`src/rtl/threshold_split_amount_sorter_macros.svh`:
```
// ----------------------------------------------------------------------------
// Threshold split amount sorter assertion macros
// Shared property wrappers, clocked on clock and disabled while reset is high.
// ----------------------------------------------------------------------------
`ifndef THRESHOLD_SPLIT_AMOUNT_SORTER_MACROS_SVH
`define THRESHOLD_SPLIT_AMOUNT_SORTER_MACROS_SVH

// The consequent must hold in the same cycle as the antecedent.
`define TSAS_ASSERT_SAME(lbl, ante, cons, msg) \
   lbl: assert property (@(posedge clock) disable iff (reset) (ante) |-> (cons)) \
      else $error(msg);

// The consequent must hold in the cycle after the antecedent.
`define TSAS_ASSERT_NEXT(lbl, ante, cons, msg) \
   lbl: assert property (@(posedge clock) disable iff (reset) (ante) |=> (cons)) \
      else $error(msg);

`endif

```
`src/rtl/tsas_pkg.sv`:
```
// ----------------------------------------------------------------------------
// tsas_pkg
// Widths, register indexes and controller/datapath interface types.
// ----------------------------------------------------------------------------
package tsas_pkg;

   localparam int MAX_ENTRIES = 64;
   localparam int ADDR_W      = $clog2(MAX_ENTRIES);
   localparam int CNT_W       = $clog2(MAX_ENTRIES + 1);
   localparam int AMOUNT_W    = 62;
   localparam int TAG_W       = 32;
   localparam int FEE_W       = 32;
   localparam int THR_W       = 64;
   localparam int DATA_W      = 96;
   localparam int CSR_IDX_W   = 1;
   localparam int CSR_DATA_W  = 62;

   localparam logic [CSR_IDX_W-1:0] REG_TOTAL_OUTPUT = 1'b0;
   localparam logic [CSR_IDX_W-1:0] REG_FEE_PER_KB   = 1'b1;

   typedef struct packed {
      logic [AMOUNT_W-1:0] amount;
      logic [TAG_W-1:0]    tag;
   } entry_type;

   typedef struct packed {
      logic load_item;
      logic drop;
      logic ins_read;
      logic ins_shift;
      logic ins_place;
      logic scan_start;
      logic scan_step;
      logic out_init;
      logic out_read;
      logic out_load;
      logic out_next;
      logic finish;
   } cmd_type;

   typedef struct packed {
      logic full;
      logic last;
      logic pos_zero;
      logic pos_one;
      logic greater;
      logic above;
      logic scan_end;
      logic out_last;
   } status_type;

endpackage

```
`src/rtl/tsas_ctrl.sv`:
```
// ----------------------------------------------------------------------------
// tsas_ctrl
// Sequencer for loading, insertion, threshold scan and ordered read-out.
// ----------------------------------------------------------------------------
module tsas_ctrl (
   input  logic                 clock,
   input  logic                 reset,
   input  logic                 req_tvalid,
   output logic                 req_tready,
   output logic                 rsp_tvalid,
   input  logic                 rsp_tready,
   input  tsas_pkg::status_type status,
   output tsas_pkg::cmd_type    cmd
);
   import tsas_pkg::*;

   localparam logic [3:0] S_IDLE     = 4'd0;
   localparam logic [3:0] S_INS_RD   = 4'd1;
   localparam logic [3:0] S_INS_CMP  = 4'd2;
   localparam logic [3:0] S_SCAN_RD  = 4'd3;
   localparam logic [3:0] S_SCAN_CMP = 4'd4;
   localparam logic [3:0] S_OUT_RD   = 4'd5;
   localparam logic [3:0] S_OUT_LD   = 4'd6;
   localparam logic [3:0] S_OUT_HOLD = 4'd7;

   logic [3:0] state_ff;
   logic [3:0] state_in;
   logic [3:0] after_item;

   // Once an item is stored or dropped, a closing item starts the scan.
   assign after_item = status.last ? S_SCAN_RD : S_IDLE;

   assign req_tready = (state_ff == S_IDLE);
   assign rsp_tvalid = (state_ff == S_OUT_HOLD);

   always_comb begin
      cmd      = '0;
      state_in = state_ff;
      case (state_ff)
         S_IDLE: begin
            if (req_tvalid) begin
               cmd.load_item = 1'b1;
               state_in      = S_INS_RD;
            end
         end
         S_INS_RD: begin
            if (status.full) begin
               cmd.drop = 1'b1;
               state_in = after_item;
            end else if (status.pos_zero) begin
               cmd.ins_place = 1'b1;
               state_in      = after_item;
            end else begin
               cmd.ins_read = 1'b1;
               state_in     = S_INS_CMP;
            end
         end
         S_INS_CMP: begin
            if (status.greater) begin
               cmd.ins_shift = 1'b1;
               state_in      = status.pos_one ? S_INS_RD : S_INS_CMP;
            end else begin
               cmd.ins_place = 1'b1;
               state_in      = after_item;
            end
         end
         S_SCAN_RD: begin
            cmd.scan_start = 1'b1;
            state_in       = S_SCAN_CMP;
         end
         S_SCAN_CMP: begin
            if (status.above || status.scan_end) begin
               cmd.out_init = 1'b1;
               state_in     = S_OUT_RD;
            end else begin
               cmd.scan_step = 1'b1;
            end
         end
         S_OUT_RD: begin
            cmd.out_read = 1'b1;
            state_in     = S_OUT_LD;
         end
         S_OUT_LD: begin
            cmd.out_load = 1'b1;
            state_in     = S_OUT_HOLD;
         end
         S_OUT_HOLD: begin
            if (rsp_tready) begin
               if (status.out_last) begin
                  cmd.finish = 1'b1;
                  state_in   = S_IDLE;
               end else begin
                  cmd.out_next = 1'b1;
                  state_in     = S_OUT_RD;
               end
            end
         end
         default: begin
            state_in = S_IDLE;
         end
      endcase
   end

   always_ff @(posedge clock) begin
      if (reset) begin
         state_ff <= S_IDLE;
      end else begin
         state_ff <= state_in;
      end
   end

endmodule

```
`config.mk`:
```
export PLATFORM = sky130hd
export DESIGN_NAME = tsas_ctrl
export DESIGN_NICKNAME = d
export VERILOG_FILES = /design/src/rtl/threshold_split_amount_sorter_macros.svh /design/src/rtl/tsas_pkg.sv /design/src/rtl/tsas_ctrl.sv
export SDC_FILE = /design/constraint.sdc
export NUM_CORES = 1
export LEC_CHECK = 0
export BUFFER_PORTS_ARGS = -buffer_cell sky130_fd_sc_hd__buf_4
export CORE_MARGIN = 4
export CORE_UTILIZATION = 25
export CTS_CLUSTER_DIAMETER = 120
export CTS_CLUSTER_SIZE = 30
export DETAILED_ROUTE_END_ITERATION = 8
export PLACE_DENSITY_LB_ADDON = 0.08
export RECOVER_POWER = 50
export SLEW_MARGIN = 40
export SYNTH_ARGS = -nofsm -noshare
export SYNTH_HDL_FRONTEND = slang
export SYNTH_SLANG_ARGS = --single-unit
```
`constraint.sdc`:
```
create_clock -name clock -period 2.2 [get_ports clock]
set_input_delay 0.33 -clock clock [delete_from_list [all_inputs] [get_ports clock]]
set_output_delay 0.33 -clock clock [all_outputs]
set_load 0.02 [all_outputs]
```
==> results.json <==
{
  "status": "completed",
  "crit_chain": "and3_1 > and3_1 > buf_4",
  "firstDrtPassIters": 3,
  "path_max_fanout": 16,
  "yosys.cell_types.count": 25,
  "antenna_found_initial": 0,
  "layout-drive-gt1-share": 0.3514,
  "drtAntennaViolNets": 0,
  "cts_max_path_buffers": 2,
  "die_area_um2": 2046,
  "slew_headroom": 0.6961,
  "cts_buffers": 3,
  "cts.sinks": 3,
  "dp.cells": 85,
  "r2r-end": "state_ff[0]$_SDFFE_PP0P_",
  "highest_layer": "met3",
  "hold_path_end": "state_ff[2]$_SDFFE_PP0P_",
  "leakagePower_nw": 0.2784,
  "chipWidth_um": 45.24,
  "dr_wl_met3_um": 102,
  "grt-ovfl-total": 0,
  "setup_viol_count_final": 0,
  "wire_per_inst_um": 11.06,
  "min-delay-start": "reset",
  "vias_per_cell": 4.697,
  "num_rows": 13,
  "final.period_utilization": 0.7909,
  "portBuffers": 25,
  "synth_seq_cells": 3,
  "netlist_area_um2": 346.6,
  "die_h_um": 45.24,
  "cts_max_level": 1,
  "cts-root-buf": "clkbuf_4",
  "cpMaxStageDelayCell": "dfxtp_1",
  "grt_setup_unrepaired": "no",
  "postSynthAreaPerCell_um2": 7.220,
  "area_delta_synth_final_pct": 57.04,
  "drt_iter0_drc": 7,
  "post_cts_buffers": 0,
  "via_count": 418,
  "core_um2": 1301,
  "hold_depth": 2,
  "layout.nets": 87,
  "clkLatencyLatePin_ps": 230,
  "r2r_start": "state_ff[2]$_SDFFE_PP0P_",
  "cts.clk_slew.worst_paths_ps": 30,
  "io_pins": 26,
  "worst_pin_slew_ps": 455.2,
  "slew_viol_final": 0,
  "yosys_warnings": 0,
  "cts_tree": "done",
  "drv_cap": 0,
  "totalWireLength_um": 984,
  "wl_met2_um": 433,
  "crit_path_frequent_cell": "and3_1",
  "critPathRequiredTime_ps": 1870,
  "reg_top3": "state_ff: 3 flops",
  "period_needed_ps": 1740,
  "cts_resized": 0,
  "worstPathArrival_ps": 1410,
  "grt.total_usage": 0.1055,
  "num_antenna_cells": 0,
  "grt_max_degree": 17,
  "regMostFlops": "state_ff",
  "hold_buffers": 0,
  "start_util": 0.2663,
  "end_kind": "output port",
  "yosysSeqAreaShare": 0.1733,
  "start_kind": "flop",
  "final_cells": 89,
  "post-route-drc-count": 0,
  "path_class": "reg2out",
  "met1_length_um": 449,
  "synthCells": 48,
  "grt_pass1_vias": 378,
  "fmax_ghz": 0.5747,
  "hold_violations": 0,
  "ir_drop_mv": 0.2971,
  "tns_ps": 0,
  "hold_class": "in2reg",
  "reg2reg_slack_ps": 770,
  "critPathMaxStageDelay_ps": 590,
  "finClkSkew_ps": 0.1996,
  "synth_fp_nets": 60,
  "p_per_area_nw_per_um2": 452.4,
  "dpl.hpwl_um": 759.6,
  "gp_congestion": 0.7089,
  "grt_first_pass_wirelength_um": 1593,
  "largest_register_ffs": 3,
  "reg2reg_depth": 3
}
[worst max-delay path: cells and delay by family (launching register included)]
| family | cells | cell delay, ps |
|---|---|---|
| and+or+nand+nor | 2 | 450 |
| buffers and inverters | 1 | 140 |
| DFF | 1 | 590 |
[worst max-delay path by stage]
stage / startpoint / end
finish: state_ff[0]$_SDFFE_PP0P_ / cmd[0]
global route: state_ff[2]$_SDFFE_PP0P_ / cmd[0]
CTS: state_ff[0]$_SDFFE_PP0P_ / cmd[0]
detailed placement: state_ff[0]$_SDFFE_PP0P_ / cmd[0]
global placement: state_ff[2]$_SDFFE_PP0P_ / cmd[0]
floorplan: state_ff[1]$_SDFFE_PP0P_ / cmd[11]
[cells by family after synthesis]
logic type / Yosys count / share of synthesized area
AO/OA/AOI/OAI: 11 / 0.2202
multiplexers: 1 / 0.02888
buffers and inverters: 4 / 0.06137
AND/OR/NAND/NOR: 29 / 0.5163
flip-flops: 3 / 0.1733
[power breakdown]
group	internal [W]	switching (W)	leakage, nW
clock network	0.0000678	0.0000256	0.0150
logic	0.0000405	0.0000395	0.239
registers	0.0000588	0.0000141	0.0245
total	0.000167	0.0000791	0.278
[Yosys cell counts (all sizes together)]
cell type / instances / area [µm²]
a21oi: 5 / 25.02
a31oi: 1 / 6.260
and2: 1 / 6.260
and3: 4 / 25.02
and3b: 1 / 8.760
and4b: 1 / 10.01
and4bb: 1 / 12.51
buf: 3 / 17.52
dfxtp: 3 / 60.06
inv: 1 / 3.750
mux2i: 1 / 10.01
nand2: 2 / 7.510
nand2b: 1 / 6.260
nand3b: 1 / 7.510
nor2: 8 / 30.03
nor2b: 3 / 18.77
nor3: 3 / 15.01
nor3b: 2 / 15.01
nor4bb: 1 / 16.27
o211a: 1 / 10.01
o21ai: 1 / 5.000
o311a: 1 / 10.01
o31a: 1 / 8.760
o41a: 1 / 11.26
[cells in the final DEF (no fill, tap or decap), types with 2 or more instances in the layout]
master and n:
and3_1 4, nand2_1 2, nor2_1 8, clkbuf_4 3, clkbuf_1 4, a21oi_1 5, buf_4 22, dfxtp_1 3
nor3_1 3, nor3b_1 2, nor2b_1 3
[final cells by class]
type,count,area [µm²]
Fill cell,149,757.0
Multi-Input combinational cell,41,259.0
Timing Repair Buffer,25,176.4
Sequential cell,3,60.06
Clock buffer,4,26.28
Tap cell,15,18.77
Inverter,1,3.754
[stage by stage]
step            power, W    util  setup WS (ps)  cell area (µm²)  hold slack [ps]
2_1_floorplan  0.0001180       -          512.1            346.6            409.3
3_3_place_gp   0.0001582  0.4115          690.0            535.5            526.9
3_5_place_dp   0.0001586  0.4115          696.1            535.5            516.9
4_1_cts        0.0002583  0.4317          435.4            561.8            270.2
5_1_grt        0.0002657  0.4183          326.4            544.3            277.2
6_report       0.0002463  0.4183          460.1            544.3            279.2
[layer usage]
metal	vias to the layer above	global-route usage
li1	230	-
met1	174	0.1473
met2	14	0.1469
met3	0	0.02789
met4	0	0.05263
met5	-	0
(Power assumes the default switching activity.)
